$ cat src/sv/hrf_pkg.sv
// ----------------------------------------------------------------------------
// hrf_pkg
// Shared constants and types of the heightmap ring flatten pipeline.
// ----------------------------------------------------------------------------
`default_nettype none

package hrf_pkg;

  localparam int MAP_SIZE   = 1024;
  localparam int COORD_W    = 10;
  localparam int HEIGHT_W   = 8;
  localparam int RADIUS_W   = 11;
  localparam int D2_W       = 21;  // 2 * 1023^2 fits
  localparam int SQ_IN_W    = 37;  // d2 with 16 zero bits below
  localparam int ROOT_W     = 19;  // 8 fraction bits
  localparam int SQRT_STEPS = 19;
  localparam int RATIO_W    = 16;
  localparam int CFG_IDX_W  = 3;
  localparam int CFG_DATA_W = 11;

  // configuration register indexes
  localparam logic [CFG_IDX_W-1:0] REG_TARGET  = 3'd0;
  localparam logic [CFG_IDX_W-1:0] REG_CENTERX = 3'd1;
  localparam logic [CFG_IDX_W-1:0] REG_CENTERY = 3'd2;
  localparam logic [CFG_IDX_W-1:0] REG_INNER   = 3'd3;
  localparam logic [CFG_IDX_W-1:0] REG_OUTER   = 3'd4;

  typedef enum logic [1:0] {
    K_PASS,
    K_INNER,
    K_RING
  } kind_t;

  // sideband that travels with each item through the pipeline
  typedef struct packed {
    logic [COORD_W-1:0]  px;
    logic [COORD_W-1:0]  py;
    logic [HEIGHT_W-1:0] h;
    kind_t               kind;
  } item_t;

endpackage

`default_nettype wire

$ cat src/sv/hrf_sqrt.sv
// ----------------------------------------------------------------------------
// hrf_sqrt
// Pipelined bit-by-bit integer square root of d2 << 16, one result bit a stage.
// ----------------------------------------------------------------------------
`default_nettype none

module hrf_sqrt (
  input  wire                              clk,
  input  wire                              rst,
  input  wire                              en,
  input  wire                              in_valid,
  input  hrf_pkg::item_t                   in_item,
  input  wire  [hrf_pkg::D2_W-1:0]         in_d2,
  output logic                             out_valid,
  output hrf_pkg::item_t                   out_item,
  output logic [hrf_pkg::ROOT_W-1:0]       out_root
);

  localparam int N = hrf_pkg::SQRT_STEPS;
  localparam int W = hrf_pkg::SQ_IN_W;

  logic           valid [N];
  hrf_pkg::item_t item  [N];
  logic [W-1:0]   rem   [N];
  logic [W-1:0]   res   [N];

  genvar k;
  generate
    for (k = 0; k < N; k++) begin : g_stage
      localparam logic [W-1:0] BIT = W'(1) << (W - 1 - 2 * k);
      logic           v_in;
      hrf_pkg::item_t i_in;
      logic [W-1:0]   rem_in;
      logic [W-1:0]   res_in;
      logic [W-1:0]   trial;

      if (k == 0) begin : g_first
        assign v_in   = in_valid;
        assign i_in   = in_item;
        assign rem_in = {in_d2, 16'b0};
        assign res_in = '0;
      end else begin : g_next
        assign v_in   = valid[k-1];
        assign i_in   = item[k-1];
        assign rem_in = rem[k-1];
        assign res_in = res[k-1];
      end

      assign trial = res_in + BIT;

      always_ff @(posedge clk) begin
        if (rst) begin
          valid[k] <= 1'b0;
        end else if (en) begin
          valid[k] <= v_in;
        end
        if (en) begin
          item[k] <= i_in;
          if (rem_in >= trial) begin
            rem[k] <= rem_in - trial;
            res[k] <= (res_in >> 1) + BIT;
          end else begin
            rem[k] <= rem_in;
            res[k] <= res_in >> 1;
          end
        end
      end
    end
  endgenerate

  assign out_valid = valid[N-1];
  assign out_item  = item[N-1];
  assign out_root  = res[N-1][hrf_pkg::ROOT_W-1:0];

endmodule

`default_nettype wire

$ cat config.mk
export PLATFORM = sky130hd
export DESIGN_NAME = hrf_sqrt
export DESIGN_NICKNAME = d
export VERILOG_FILES = /design/src/sv/hrf_pkg.sv /design/src/sv/hrf_sqrt.sv
export SDC_FILE = /design/constraint.sdc
export NUM_CORES = 1
export LEC_CHECK = 0
export BUFFER_PORTS_ARGS = -buffer_cell sky130_fd_sc_hd__buf_2
export CAP_MARGIN = 5
export CORE_MARGIN = 2
export CORE_UTILIZATION = 27
export CTS_CLUSTER_DIAMETER = 60
export DETAILED_ROUTE_END_ITERATION = 10
export MAX_ROUTING_LAYER = met4
export PLACE_DENSITY_LB_ADDON = 0.08
export SLEW_MARGIN = 20
export SYNTH_ARGS = -nofsm -noshare
export SYNTH_HDL_FRONTEND = slang
export SYNTH_SLANG_ARGS = --single-unit
$ cat constraint.sdc
create_clock -name clk -period 3.9 [get_ports clk]
set_clock_uncertainty 0.2 [all_clocks]
set_input_delay 0 -clock clk [delete_from_list [all_inputs] [get_ports clk]]
set_output_delay 0 -clock clk [all_outputs]
set_load 0.1 [all_outputs]
==> results of run 1 <==
## what timing repair did
item	in CTS	in global routing
resized for setup	0	0
hold endpoints to repair	653	0
hold buffers	107	0
## worst max-delay path by stage
stage,slack [ns],from,endpoint
CTS,0.33,rem[14][8]$_SDFFCE_PP0P_,rem[15][34]$_DFFE_PP_
floorplan,0.92,rem[14][8]$_SDFFCE_PP0P_,rem[15][32]$_DFFE_PP_
global placement,0.36,rem[14][8]$_SDFFCE_PP0P_,rem[15][32]$_DFFE_PP_
global route,0.13,rem[15][17]$_DFFE_PP_,rem[16][35]$_DFFE_PP_
detailed placement,0.35,rem[14][8]$_SDFFCE_PP0P_,rem[15][34]$_DFFE_PP_
finish,0.39,rem[12][12]$_SDFFCE_PP0P_,rem[13][35]$_DFFE_PP_
## state kept, by name (all words and copies together), names as in the netlist
register / flops
res: 189
valid: 19
rem: 427
item: 570
## logic make-up after synthesis
group,Yosys count,synth area share
AO/OA/AOI/OAI,523,0.0660
flip-flops,1205,0.730
AND/OR/NAND/NOR,798,0.0807
buffers and inverters,305,0.0235
XOR/XNOR,248,0.0438
multiplexers,25,0.00560
adder cells (fa/ha/maj),196,0.0505
## through the flow
| stage | hold WS, ns | setup WS [ns] | cell area (µm²) | std cells |
|---|---|---|---|---|
| 6_report | 0.0518 | 0.385 | 59400 | 6165 |
| 5_1_grt | 0.0280 | 0.130 | 59400 | 6164 |
| 4_1_cts | 0.00969 | 0.333 | 59400 | 6163 |
| 3_5_place_dp | -0.0219 | 0.351 | 53200 | 5771 |
| 3_3_place_gp | -0.0238 | 0.358 | 53200 | 5771 |
| 2_1_floorplan | -0.101 | 0.916 | 49600 | 3300 |
## cell usage after synthesis (all sizes together), types with 24 or more instances
master  number
a21o        43
a21oi      145
and2        28
clkbuf      48
edfxtp    1205
ha         189
inv        243
nand2      201
nand2b      39
nand3       37
nand4       24
nor2       202
nor2b       28
nor3        72
nor4        54
o21a        28
o21ai      164
or3         27
xnor2      107
xor2       141
## cell type report
cell class	instances	area (µm²)
Multi-Input combinational cell	1790	12200
Inverter	243	912
Clock buffer	195	4140
Fill cell	17900	123000
Clock inverter	90	910
Timing Repair Buffer	256	2010
Tap cell	2385	2980
Antenna cell	1	2.50
Sequential cell	1205	36200
## critical path, cell delays in order, from the launching register on
cell,delay [ns]
edfxtp_1,0.44
ha_1,0.34
a211oi_1,0.36
o21ai_0,0.21
a31oi_1,0.54
nor3_1,0.13
or4_1,0.66
nor4_1,0.27
xor2_1,0.10
## where the power goes
part	internal, mW	switching, mW	total [mW]
registers	15.8	0.713	16.6
clock network	8.42	5.54	14.0
logic	1.60	2.28	3.88
total	25.9	8.53	34.4
## layer usage
layer  global-route usage  up-vias  share of wire
li1                     -    13100              -
met1                0.126    12300           0.45
met2                0.163      364           0.47
met3               0.0236      226          0.040
met4               0.0438        0          0.037
met5                    -        -              0
==> metrics, run 1 <==
HP Class=in2reg; post-synthesis cell area=49600 µm²; IO Port Bufs=104; Yosys warnings=0; drc violations=0; largest cells by area after synthesis=edfxtp_1 73%, ha_1 4.8%, xor2_1 2.5%, xnor2_1 1.9%, inv_1 1.8%; Netlist cell types=80; RSZ-0062 raised after global routing=false; Final Cycle Share=0.901; Synth Net Count=3551; Core ar.=183000 µm²; Iteration-0 DRC Markers=1532; WHS Path Cells=2; Highest Clock Rate=285 MHz; Die Width=433 µm; Seq/Total Area, Yosys=0.730; main flop type after synthesis=edfxtp_1; Synth area leader=edfxtp_1; CP Capture Type=flop; CTS sink cnt=1205; Crit Path Class=reg2reg; FF-to-FF End=rem[13][35]$_DFFE_PP_; number of max-cap violations=0; #FFs+latches synth=1205; largest net degree at the start of global routing=178; most common cell after layout, fill and taps aside=edfxtp_1; Cell Pwr Density=579 nW/µm²; final setup fails=0; relative slew slack=0.329; reg2reg setup slack=0.39 ns; die area=187000 µm²; EDFF count, synth=1205; Die Ht=433 µm; clock latency on the worst-skew pair=0.76 ns; average cell area after synthesis=15.0 µm²; post-synth top area share=0.730; TritonCTS clock tree=done; CP Launch Type=flop; fin nets=3905; status=complete, no violations; Crit Path Max Fanout=5; sink of the worst hold path=item[13][14]$_DFFE_PP_; R2R cell count=8; vias in the first global route=26.8k; all-layer global routing usage=0.103; final slew viol count=0; Power Total=34.4 mW; DR WL/cell=14.9 µm; dpl hpwl=60800 µm; gate count of the mapped netlist=3300; first-pass GRT wire length=149000 µm; Least-Margin Pin Slew=1.01 ns; hold path startpoint=en; final WL=92200 µm; Finished Core Util=0.325; Rows=157; Static Leak=21.6 nW; boundary pin count=105; Num CTS Buffers=158; worst-case vdd ir drop=0.000352 V; clk slew on worst S/H paths=0.06 ns; commonest cells after routing, fill and taps aside=1205 x edfxtp_1, 243 x inv_1, 201 x nand2_1, 199 x nor2_1, 189 x ha_1; vias per cell=4.21; Setup TNS=0 ns; Longest Clk Path Bufs=3; Fin. Hold Viols=0; initial antenna violation count=1; drt first pass iters=5; Final ANT Viol Nets=0; Clock Root Buffer=clkbuf_16; Worst R2R Start=rem[12][12]$_SDFFCE_PP0P_; global placement routability congestion=0.818; data required time at the worst endpoint=4.20 ns; share of cells above drive strength 1=0.111; Initial Util=0.271; min Tclk post-route=3.51 ns; GRT overflow=0; Post-synth ARST share=0; synthesis-to-layout area growth=19.8%; Post-CTS Setup Inserts=0; vias post-DR=25.9k; crit path DAT=3.81 ns; htree depth=4
No activity file was read; power rests on OpenSTA's default activity.
==> run 2, diff against run 1 <==
Settings changed: CORE_MARGIN 2 to 10, CORE_UTILIZATION 27 to 30.
==> metrics, run 2 (synthesis gave the netlist of run 1 again) <==
Final ANT Viol Nets=0; largest net degree at the start of global routing=165; clock latency on the worst-skew pair=0.76 ns; Clock Root Buffer=clkbuf_16; Reg with most FFs=item; Crit Path Max Fanout=4; CP Launch Type=flop; number of max-cap violations=0; Bufs and invs on worst path=1; most common cell after layout, fill and taps aside=edfxtp_1; CP peak stage delay=0.57 ns; post-route setup slack=0.323 ns; Setup TNS=0 ns; relative slew slack=0.343; CP max stage cell=a221oi_1; global placement routability congestion=0.813; IO Port Bufs=104; Final Cycle Share=0.917; all-layer global routing usage=0.102; Num CTS Buffers=151; Highest Clock Rate=280 MHz; Die Width=427 µm; crit path DAT=3.87 ns; delay-heaviest family, CP=compound AO/OA/AOI/OAI gates; final slew viol count=0; Initial Util=0.301; Rows=149; DR WL/cell=15.2 µm; RSZ-0062 raised after global routing=false; register area=36200 µm²; Core ar.=165000 µm²; Least-Margin Pin Slew=0.985 ns; Crit Path Class=reg2reg; status=complete, no violations; Cell Pwr Density=577 nW/µm²; HP Class=in2reg; CTS sink cnt=1205; synthesis-to-layout area growth=19.0%; biggest regs=item: 570 flops, rem: 427 flops, res: 189 flops; vias in the first global route=26.5k; final setup fails=0; PostCTS Resize Cnt=0; clk slew on worst S/H paths=0.05 ns; first-pass GRT wire length=145000 µm; Static Leak=21.5 nW; fin nets=3895; Iteration-0 DRC Markers=1687; worst slack, placed=0.368 ns; Fin. Hold Viols=0; data required time at the worst endpoint=4.19 ns; boundary pin count=105; Crit path top cell by count=o31a_1; drc violations=0; vias post-DR=25.9k; Fillers=15.7k; drt first pass iters=5; share of cells above drive strength 1=0.110; Die Ht=427 µm; crit-path cells=ha_1 > inv_1 > fa_1 > nor2b_1 > o31a_1 > o31a_1 > o211ai_1 > o21ai_0 > a221oi_1 > nor3b_1 > xor2_1; GRT overflow=0; htree depth=4; worst-case vdd ir drop=0.000471 V; min Tclk post-route=3.58 ns; Longest Clk Path Bufs=3; commonest cells after routing, fill and taps aside=1205 x edfxtp_1, 243 x inv_1, 201 x nand2_1, 198 x nor2_1, 189 x ha_1; multi-input logic area=12200 µm²; dpl hpwl=60300 µm; CP Capture Type=flop; Largest register FFs=570; final WL=90500 µm; die area=182000 µm²; initial antenna violation count=1; TritonCTS clock tree=done; vias per cell=4.35
## run 2: changes by cell type in the layout (fill, tap and decap cells not counted), sizes merged
| cell | change |
|---|---|
| clkbuf | -12 |
| buf | -3 |
| bufinv | +2 |
| clkinvlp | -1 |
## run 2: routing by layer
metal  part of all wire  track usage
met5                  0            -
met4              0.033       0.0417
met3              0.038       0.0226
met2               0.47        0.161
met1               0.46        0.127
## run 2: worst paths after layout
path	from	end	slack, ns	depth (start not counted)
worst max register to register	rem[14][8]$_SDFFCE_PP0P_	rem[15][32]$_DFFE_PP_	0.32	11
worst min register to register	item[6][9]$_DFFE_PP_	item[7][9]$_DFFE_PP_	0.21	0
worst max-delay path	rem[14][8]$_SDFFCE_PP0P_	rem[15][32]$_DFFE_PP_	0.32	11
worst min-delay path	rst	valid[1][0]$_DFFE_PP_	0.16	4
## run 2: timing repair
action | in CTS | in global routing
setup buffers | 0 | 0
hold buffers | 108 | 0
endpoints found under the hold margin | 423 | 0
## run 2: power breakdown
group          switching (mW)  total, mW  internal, mW
sequential              0.728       16.6          15.8
combinational            2.25       3.84          1.59
clock                    5.43       13.7          8.24
total                    8.41       34.1          25.7
## run 2: stage by stage
stage	total power, mW	area (µm²)	hold slack [ns]	std cells	utilization
floorplan	19.4	49600	-0.101	3300	-
global placement	20.7	53000	-0.0239	5572	0.322
detailed placement	20.7	53000	-0.0219	5572	0.322
CTS	34.8	59000	0.123	5954	0.358
global route	35.9	59000	0.140	5954	0.359
finish	34.1	59000	0.159	5955	0.359
## run 2: area by class of cell
type | instances | area share
tap | 2189 | 0.0464
antenna | 1 | 0.0000424
inverter | 243 | 0.0155
clock buffer | 183 | 0.0668
timing repair buffer | 253 | 0.0340
sequential | 1205 | 0.613
clock inverter | 91 | 0.0167
multi-input combinational | 1790 | 0.207
## run 2: worst register-to-register path: cells and delay by family, from the launching register on
kind	cells	cell delay (ns)
AND/OR/NAND/NOR	2	0.37
flip-flops	1	0.44
adder cells (fa/ha/maj)	2	0.46
XOR/XNOR	1	0.10
buffers and inverters	1	0.07
AO/OA/AOI/OAI	5	1.67
