`src/sv/hrf_pkg.sv`:
```
// ----------------------------------------------------------------------------
// hrf_pkg
// Shared constants and types of the heightmap ring flatten pipeline.
// ----------------------------------------------------------------------------
`default_nettype none

package hrf_pkg;

  localparam int MAP_SIZE   = 1024;
  localparam int COORD_W    = 10;
  localparam int HEIGHT_W   = 8;
  localparam int RADIUS_W   = 11;
  localparam int D2_W       = 21;  // 2 * 1023^2 fits
  localparam int SQ_IN_W    = 37;  // d2 with 16 zero bits below
  localparam int ROOT_W     = 19;  // 8 fraction bits
  localparam int SQRT_STEPS = 19;
  localparam int RATIO_W    = 16;
  localparam int CFG_IDX_W  = 3;
  localparam int CFG_DATA_W = 11;

  // configuration register indexes
  localparam logic [CFG_IDX_W-1:0] REG_TARGET  = 3'd0;
  localparam logic [CFG_IDX_W-1:0] REG_CENTERX = 3'd1;
  localparam logic [CFG_IDX_W-1:0] REG_CENTERY = 3'd2;
  localparam logic [CFG_IDX_W-1:0] REG_INNER   = 3'd3;
  localparam logic [CFG_IDX_W-1:0] REG_OUTER   = 3'd4;

  typedef enum logic [1:0] {
    K_PASS,
    K_INNER,
    K_RING
  } kind_t;

  // sideband that travels with each item through the pipeline
  typedef struct packed {
    logic [COORD_W-1:0]  px;
    logic [COORD_W-1:0]  py;
    logic [HEIGHT_W-1:0] h;
    kind_t               kind;
  } item_t;

endpackage

`default_nettype wire

```
`src/sv/hrf_div.sv`:
```
// ----------------------------------------------------------------------------
// hrf_div
// Pipelined restoring divider: (step << 8) / width, one quotient bit a stage.
// ----------------------------------------------------------------------------
`default_nettype none

module hrf_div (
  input  wire                              clk,
  input  wire                              rst,
  input  wire                              en,
  input  wire                              in_valid,
  input  hrf_pkg::item_t                   in_item,
  input  wire  [hrf_pkg::ROOT_W-1:0]       in_step,
  input  wire  [hrf_pkg::RADIUS_W-1:0]     in_width,
  output logic                             out_valid,
  output hrf_pkg::item_t                   out_item,
  output logic [hrf_pkg::RATIO_W-1:0]      out_quot
);

  localparam int N  = hrf_pkg::RATIO_W;
  localparam int RW = hrf_pkg::RADIUS_W;

  logic           valid [N];
  hrf_pkg::item_t item  [N];
  logic [RW-1:0]  rem   [N];
  logic [RW-1:0]  wid   [N];
  logic [N-1:0]   lo    [N];
  logic [N-1:0]   quot  [N];

  genvar k;
  generate
    for (k = 0; k < N; k++) begin : g_stage
      logic           v_in;
      hrf_pkg::item_t i_in;
      logic [RW-1:0]  rem_in;
      logic [RW-1:0]  wid_in;
      logic [N-1:0]   lo_in;
      logic [N-1:0]   q_in;
      logic [RW:0]    shifted;

      if (k == 0) begin : g_first
        // quotient fits 16 bits in the ring, so the top numerator bits start as remainder
        assign v_in   = in_valid;
        assign i_in   = in_item;
        assign rem_in = in_step[hrf_pkg::ROOT_W-1:8];
        assign wid_in = in_width;
        assign lo_in  = {in_step[7:0], 8'b0};
        assign q_in   = '0;
      end else begin : g_next
        assign v_in   = valid[k-1];
        assign i_in   = item[k-1];
        assign rem_in = rem[k-1];
        assign wid_in = wid[k-1];
        assign lo_in  = lo[k-1];
        assign q_in   = quot[k-1];
      end

      assign shifted = {rem_in, lo_in[N-1-k]};

      always_ff @(posedge clk) begin
        if (rst) begin
          valid[k] <= 1'b0;
        end else if (en) begin
          valid[k] <= v_in;
        end
        if (en) begin
          item[k] <= i_in;
          wid[k]  <= wid_in;
          lo[k]   <= lo_in;
          if (shifted >= {1'b0, wid_in}) begin
            rem[k]  <= RW'(shifted - {1'b0, wid_in});
            quot[k] <= {q_in[N-2:0], 1'b1};
          end else begin
            rem[k]  <= shifted[RW-1:0];
            quot[k] <= {q_in[N-2:0], 1'b0};
          end
        end
      end
    end
  endgenerate

  assign out_valid = valid[N-1];
  assign out_item  = item[N-1];
  assign out_quot  = quot[N-1];

endmodule

`default_nettype wire

```
`config.mk`:
```
export PLATFORM = sky130hd
export DESIGN_NAME = hrf_div
export DESIGN_NICKNAME = d
export VERILOG_FILES = /design/src/sv/hrf_pkg.sv /design/src/sv/hrf_div.sv
export SDC_FILE = /design/constraint.sdc
export NUM_CORES = 1
export LEC_CHECK = 0
export ABC_AREA = 1
export BUFFER_PORTS_ARGS = -buffer_cell sky130_fd_sc_hd__buf_2
export CAP_MARGIN = 40
export CORE_MARGIN = 3
export CORE_UTILIZATION = 30
export CTS_CLUSTER_SIZE = 10
export DETAILED_ROUTE_END_ITERATION = 8
export MAX_ROUTING_LAYER = met4
export PLACE_DENSITY = 0.53
export SLEW_MARGIN = 30
export SYNTH_ARGS = -nofsm -noshare
export SYNTH_HDL_FRONTEND = slang
export SYNTH_SLANG_ARGS = --single-unit
```
`constraint.sdc`:
```
create_clock -name clk -period 2.7 [get_ports clk]
set_input_delay 0 -clock clk [delete_from_list [all_inputs] [get_ports clk]]
set_output_delay 0 -clock clk [all_outputs]
set_load 0.01 [all_outputs]
```
==> impl_metrics.json, run 1 <==
{
  "placed_cell_area_um2": 45500,
  "crit_path_max_incr_delay_ns": 0.58,
  "drtAntennaViolNets": 0,
  "cts.sinks": 990,
  "power.density_nw_per_um2": 903,
  "ys_seq_area_share_pct": 69.6,
  "viasPerCell": 4.25,
  "setup_viol": 0,
  "dp_cells": 5481,
  "ys_ff_latch": 990,
  "drive_gt1_share_pct": 10.2,
  "status": "finished clean",
  "worstMarginPinSlew_ns": 0.777,
  "antenna_found_initial": 0,
  "vias": 24545,
  "grt_setup_unrepaired": "false",
  "async_flop_share_pct": 0,
  "synth_common_cells": "nand2_1 (1008), edfxtp_1 (989), inv_1 (484)",
  "grt-ovfl-total": 0,
  "design.die.area_um2": 147000,
  "clk_latency_ns": 0.74,
  "clockBufferDepth": 3,
  "clockRootBuffer": "clkbuf_16",
  "crit_fanout": 15,
  "drc_errors": 0,
  "instances_no_fill": 5773,
  "cts_tree": "yes",
  "first_global_vias": 25146,
  "yosys_warnings": 0,
  "path_common_cell": "dlygate4sd3_1",
  "p_total_uw": 45300,
  "numPortBuffers": 110,
  "die_x_um": 383,
  "io_pins": 111,
  "maxSlewHeadroom_pct": 48.2,
  "drt_pass1_iterations": 5,
  "h-tree-depth": 3,
  "numCtsBuffers": 116,
  "end_kind": "flop",
  "p_leak_uw": 0.0211,
  "cpMaxStageDelayCell": "dlygate4sd3_1",
  "route.met3.wl_mm": 3.05,
  "core_area_um2": 140000,
  "synth_enable_flop_cells": 989,
  "rows": 137,
  "grt_pass1_wl_mm": 131,
  "synth_top_area_share_pct": 69.5,
  "grt_usage_pct": 11.4,
  "avgSynthCellArea_um2": 12.1,
  "routedWlPerCell_um": 13.9,
  "hpwl_mm": 55.2,
  "drtIter0Drc": 1417,
  "critical_path_required_ns": 3.31,
  "final.period_utilization_pct": 96.0,
  "dr_wl_met2_mm": 39.2,
  "rrSetupSlack_ns": 0.33,
  "fin_tns_setup_ns": 0,
  "wl_met1_mm": 35.3,
  "num-fill-cells": 13700,
  "area_delta_synth_final_pct": 17.4,
  "finalWirelength_mm": 80.3,
  "top_layer": "met4",
  "worst_setup_path_start_kind": "primary input",
  "syn-cell-area_um2": 42700,
  "fin_worst_skew_ns": 0.0838,
  "initial_core_util_pct": 30.4,
  "fin_area_um2": 50200,
  "finish.net_count": 4109,
  "cp.arrival_ns": 3.20,
  "synth_top_cell_by_area": "edfxtp_1",
  "slew_violations": 0,
  "gp_congestion": 0.820,
  "yosysUniqueCellTypes": 42,
  "synth.most_common_cell": "nand2_1",
  "grt_max_degree": 179,
  "worstPathCellList": "dlygate4sd3_1 > buf_8 > inv_2 > nor3_2 > a21boi_4 > nand3_1 > dlygate4sd3_1 > nand2_1 > dlygate4sd3_1",
  "synth_top_flop_cell": "edfxtp_1",
  "synth.area.top_cells": "edfxtp_1 (70%), nand2_1 (8.9%), ha_1 (5.1%), inv_1 (4.3%), nand3_1 (3.8%)",
  "n_antenna_cell": 0,
  "postSynthCellCount": 3530,
  "hold_viol": 0,
  "worstSetupPathType": "in -> reg",
  "max_freq_mhz": 386,
  "maxCapViolCount": 0,
  "chipHeight_um": 383,
  "hold_path_class": "in -> reg",
  "holdWs_ns": 0.104,
  "path_clk_slew_ns": 0.05,
  "min_period_ns": 2.59,
  "irDropWorstVdd_mv": 0.558,
  "syn_nets": 3784
}
path summary, 6_finish.rpt:
kind / startpoint / end / cells past startpoint
worst min register to register: item[0][167] / item[0][197] / 0
worst max-delay path: en / rem[0][2] / 9
worst min-delay path: in_item[3] / item[0][3] / 2
worst max register to register: wid[0][66] / rem[0][84] / 11
registers in the layout (all words and copies together) (netlist names):
register and flops:
item 480, lo 28, quot 136, rem 165
valid 16, wid 165
worst max-delay path: cells and delay by family:
kind | cells | cell delay (ns)
and+or+nand+nor | 3 | 0.41
AOI/OAI and AO/OA | 1 | 0.42
buffers and inverters | 5 | 2.30
area by class of cell:
cell class	instances	area, um^2	area share (%)
flip-flops and latches	990	29700	59.2
multi-input cells	1985	10700	21.4
clock buffers	133	2970	5.91
well taps	1876	2350	4.68
repair buffers	271	2180	4.34
inverters	491	1840	3.67
clock inverters	27	375	0.748
metal layers:
metal / vias up / GRT usage [%]
met3: 173 / 2.14
li1: 12510 / -
met2: 334 / 19.0
met4: 0 / 4.75
met5: - / -
met1: 11528 / 13.6
report_power, final:
| group | internal [uW] | leakage (uW) | switching, uW |
|---|---|---|---|
| Combinational | 4010 | 0.00976 | 6850 |
| Clock | 8020 | 0.00162 | 5870 |
| Sequential | 19500 | 0.00970 | 1060 |
timing repair:
item | in CTS | in global routing
hold buffers | 126 | 0
resized for setup | 0 | 5
hold endpoints to repair | 225 | 0
buffers inserted | 0 | 4
endpoints found under the setup margin | 0 | 4
cells by family after synthesis:
logic type                 after synthesis  synth area share, %
and+or+nand+nor                       1638                 16.5
AOI/OAI and AO/OA                       96                 1.47
adders and majority gates              190                 5.83
xor gates and xnor gates                60                 1.23
DFF                                    990                 69.6
buffers and inverters                  556                 5.37
cells in the final DEF (no fill, tap or decap), types with 8 or more instances in the layout:
cell type      netlist  routed
nand2_1           1008    1008
edfxtp_1           989     989
inv_1              484     484
nand3_1            324     322
ha_1               175     175
nor2_1             131     131
dlygate4sd3_1        0     126
clkbuf_16            0     116
buf_2               18     109
a21oi_1             62      62
xor2_1              60      60
nand2_2             44      44
nand4_1             38      38
buf_4               15      28
nor3_1              19      19
clkbuf_1            16      17
nor2_2              15      15
and2_1              14      14
fa_1                15      14
nand3_2              9      11
clkinv_2             0      10
nand3b_1             9       9
nor3_2               9       9
a21boi_2            10       9
or2_1                8       8
a21oi_2              8       8
per-stage QoR:
stage,util [%],setup slack (ns)
after detailed placement,32.4,0.334
final,35.7,0.108
after global routing,35.7,0.0154
after global placement,32.4,0.362
after CTS,35.7,0.0308
after floorplan,-,0.756
(Power assumes the default switching activity.)
==> inputs of run 2 (changes only) <==
--- a/config.mk
+++ b/config.mk
@@ -8,12 +8,13 @@
 export ABC_AREA = 1
 export BUFFER_PORTS_ARGS = -buffer_cell sky130_fd_sc_hd__buf_2
 export CAP_MARGIN = 40
+export CORE_ASPECT_RATIO = 1.5
 export CORE_MARGIN = 3
-export CORE_UTILIZATION = 30
+export CORE_UTILIZATION = 45
 export CTS_CLUSTER_SIZE = 10
 export DETAILED_ROUTE_END_ITERATION = 8
 export MAX_ROUTING_LAYER = met4
-export PLACE_DENSITY = 0.53
+export PLACE_DENSITY = 0.7
 export SLEW_MARGIN = 30
 export SYNTH_ARGS = -nofsm -noshare
 export SYNTH_HDL_FRONTEND = slang
==> impl_metrics.json, run 2 (same netlist as run 1, synthesis figures left out) <==
{
  "viasPerCell": 4.93,
  "regMostFlops": "item",
  "hold_path_class": "in -> reg",
  "max_freq_mhz": 391,
  "place_ws_ns": 0.321,
  "end_kind": "flop",
  "cp.arrival_ns": 3.00,
  "drc_errors": 0,
  "cts.sinks": 990,
  "numPortBuffers": 110,
  "grt_setup_unrepaired": "false",
  "worstMarginPinSlew_ns": 0.754,
  "holdWs_ns": 0.0601,
  "h-tree-depth": 3,
  "final_common_cell": "nand2_1",
  "swShare_pct": 31.0,
  "hold_viol": 0,
  "combinationalPowerShare_pct": 25.3,
  "finish.net_count": 4115,
  "irDropWorstVdd_mv": 0.530,
  "clk_latency_ns": 0.70,
  "critical_path_required_ns": 3.15,
  "clockRootBuffer": "clkbuf_16",
  "grt_usage_pct": 17.9,
  "fin_worst_skew_ns": 0.0393,
  "seqCellArea_um2": 29700,
  "area_delta_synth_final_pct": 15.0,
  "vias": 25355,
  "drtIter0Drc": 1319,
  "rows": 137,
  "design.die.area_um2": 98800,
  "antenna_found_initial": 0,
  "p_leak_uw": 0.0210,
  "cts_tree": "yes",
  "routedWlPerCell_um": 16.4,
  "setup_viol": 0,
  "slew_violations": 0,
  "instances_no_fill": 5142,
  "grt_pass1_wl_mm": 133,
  "num-fill-cells": 7993,
  "final_cell_mix": "nand2_1 (1008), edfxtp_1 (989), inv_1 (484)",
  "first_global_vias": 26407,
  "gp_congestion": 0.939,
  "top_regs": "item x480, rem x165, wid x165",
  "pwr-share-clk_pct": 28.9,
  "drive_gt1_share_pct": 9.92,
  "numCtsBuffers": 110,
  "core_area_um2": 93600,
  "final.period_utilization_pct": 94.6,
  "maxCapViolCount": 0,
  "status": "finished clean",
  "die_x_um": 258,
  "grt_max_degree": 144,
  "drt_pass1_iterations": 5,
  "largest_reg_flops": 480,
  "initial_core_util_pct": 45.7,
  "hpwl_mm": 60.4,
  "finalWirelength_mm": 84.1,
  "p_total_uw": 44700,
  "multi_input_comb_area_um2": 10700,
  "worstSetupPathType": "in -> reg",
  "switchingPower_uw": 13800,
  "dp_cells": 4872,
  "path_clk_slew_ns": 0.06,
  "power.density_nw_per_um2": 909,
  "n_antenna_cell": 0,
  "crit_fanout": 8,
  "chipHeight_um": 383,
  "io_pins": 111,
  "setup_ws_ns": 0.145,
  "worst_setup_path_start_kind": "primary input",
  "pwr-share-seq_pct": 45.8,
  "drtAntennaViolNets": 0,
  "maxSlewHeadroom_pct": 49.7,
  "clockBufferDepth": 3,
  "fin_tns_setup_ns": 0,
  "min_period_ns": 2.55,
  "grt-ovfl-total": 0,
  "p_int_uw": 30800
}
run 2: final cells by class:
class                   count  area share (%)
clock buffers             128            5.74
clock inverters            14           0.428
inverters                 491            3.76
multi-input cells        1984            21.8
flip-flops and latches    990            60.5
well taps                1251            3.19
repair buffers            284            4.60
run 2: power groups by stage:
stage               sequential (uW)  combinational, uW  clock [uW]
CTS                           20500              11300       13300
floorplan                     20300               8470           0
global route                  20600              12900       13900
global placement              20700              11000           0
finish                        20400              11300       12900
detailed placement            20800              11200           0
run 2: critical path, stage by stage:
cell	delay, ns
dlygate4sd3_1	0.52
buf_2	0.12
inv_1	0.04
ha_1	0.18
inv_1	0.11
fa_2	0.26
nand2_1	0.07
nand3_1	0.09
nand3_1	0.09
nand3_1	0.14
nand2_4	0.10
nand3_1	0.12
dlygate4sd3_1	0.57
nand2_1	0.05
dlygate4sd3_1	0.55
run 2: final timing paths:
path / start / to / slack [ns] / cells past startpoint
worst min-delay path: in_width[4] / wid[0][4] / 0.06 / 2
worst min register to register: item[1][42] / item[1][72] / 0.38 / 0
worst max-delay path: in_step[7] / rem[0][10] / 0.15 / 15
worst max register to register: lo[0][29] / rem[0][28] / 0.34 / 12
run 2: layer usage:
metal	vias to the layer above	GRT usage, %	wire (um)
met1	11967	14.5	26200
met4	0	13.1	6330
met5	-	-	0
met2	552	35.4	49000
li1	12512	-	-
met3	324	2.52	2560
run 2: what timing repair did:
item / in CTS / in global routing
endpoints found under the setup margin: 0 / 5
endpoints found under the hold margin: 300 / 0
hold buffers: 127 / 0
resized for setup: 0 / 4
setup buffers: 0 / 1
run 2: through the flow:
| stage | cell area (um^2) | util (%) |
|---|---|---|
| 2_1_floorplan | 42700 | - |
| 3_3_place_gp | 44800 | 47.9 |
| 3_5_place_dp | 44800 | 47.9 |
| 4_1_cts | 49100 | 52.5 |
| 5_1_grt | 49100 | 52.5 |
| 6_report | 49100 | 52.5 |
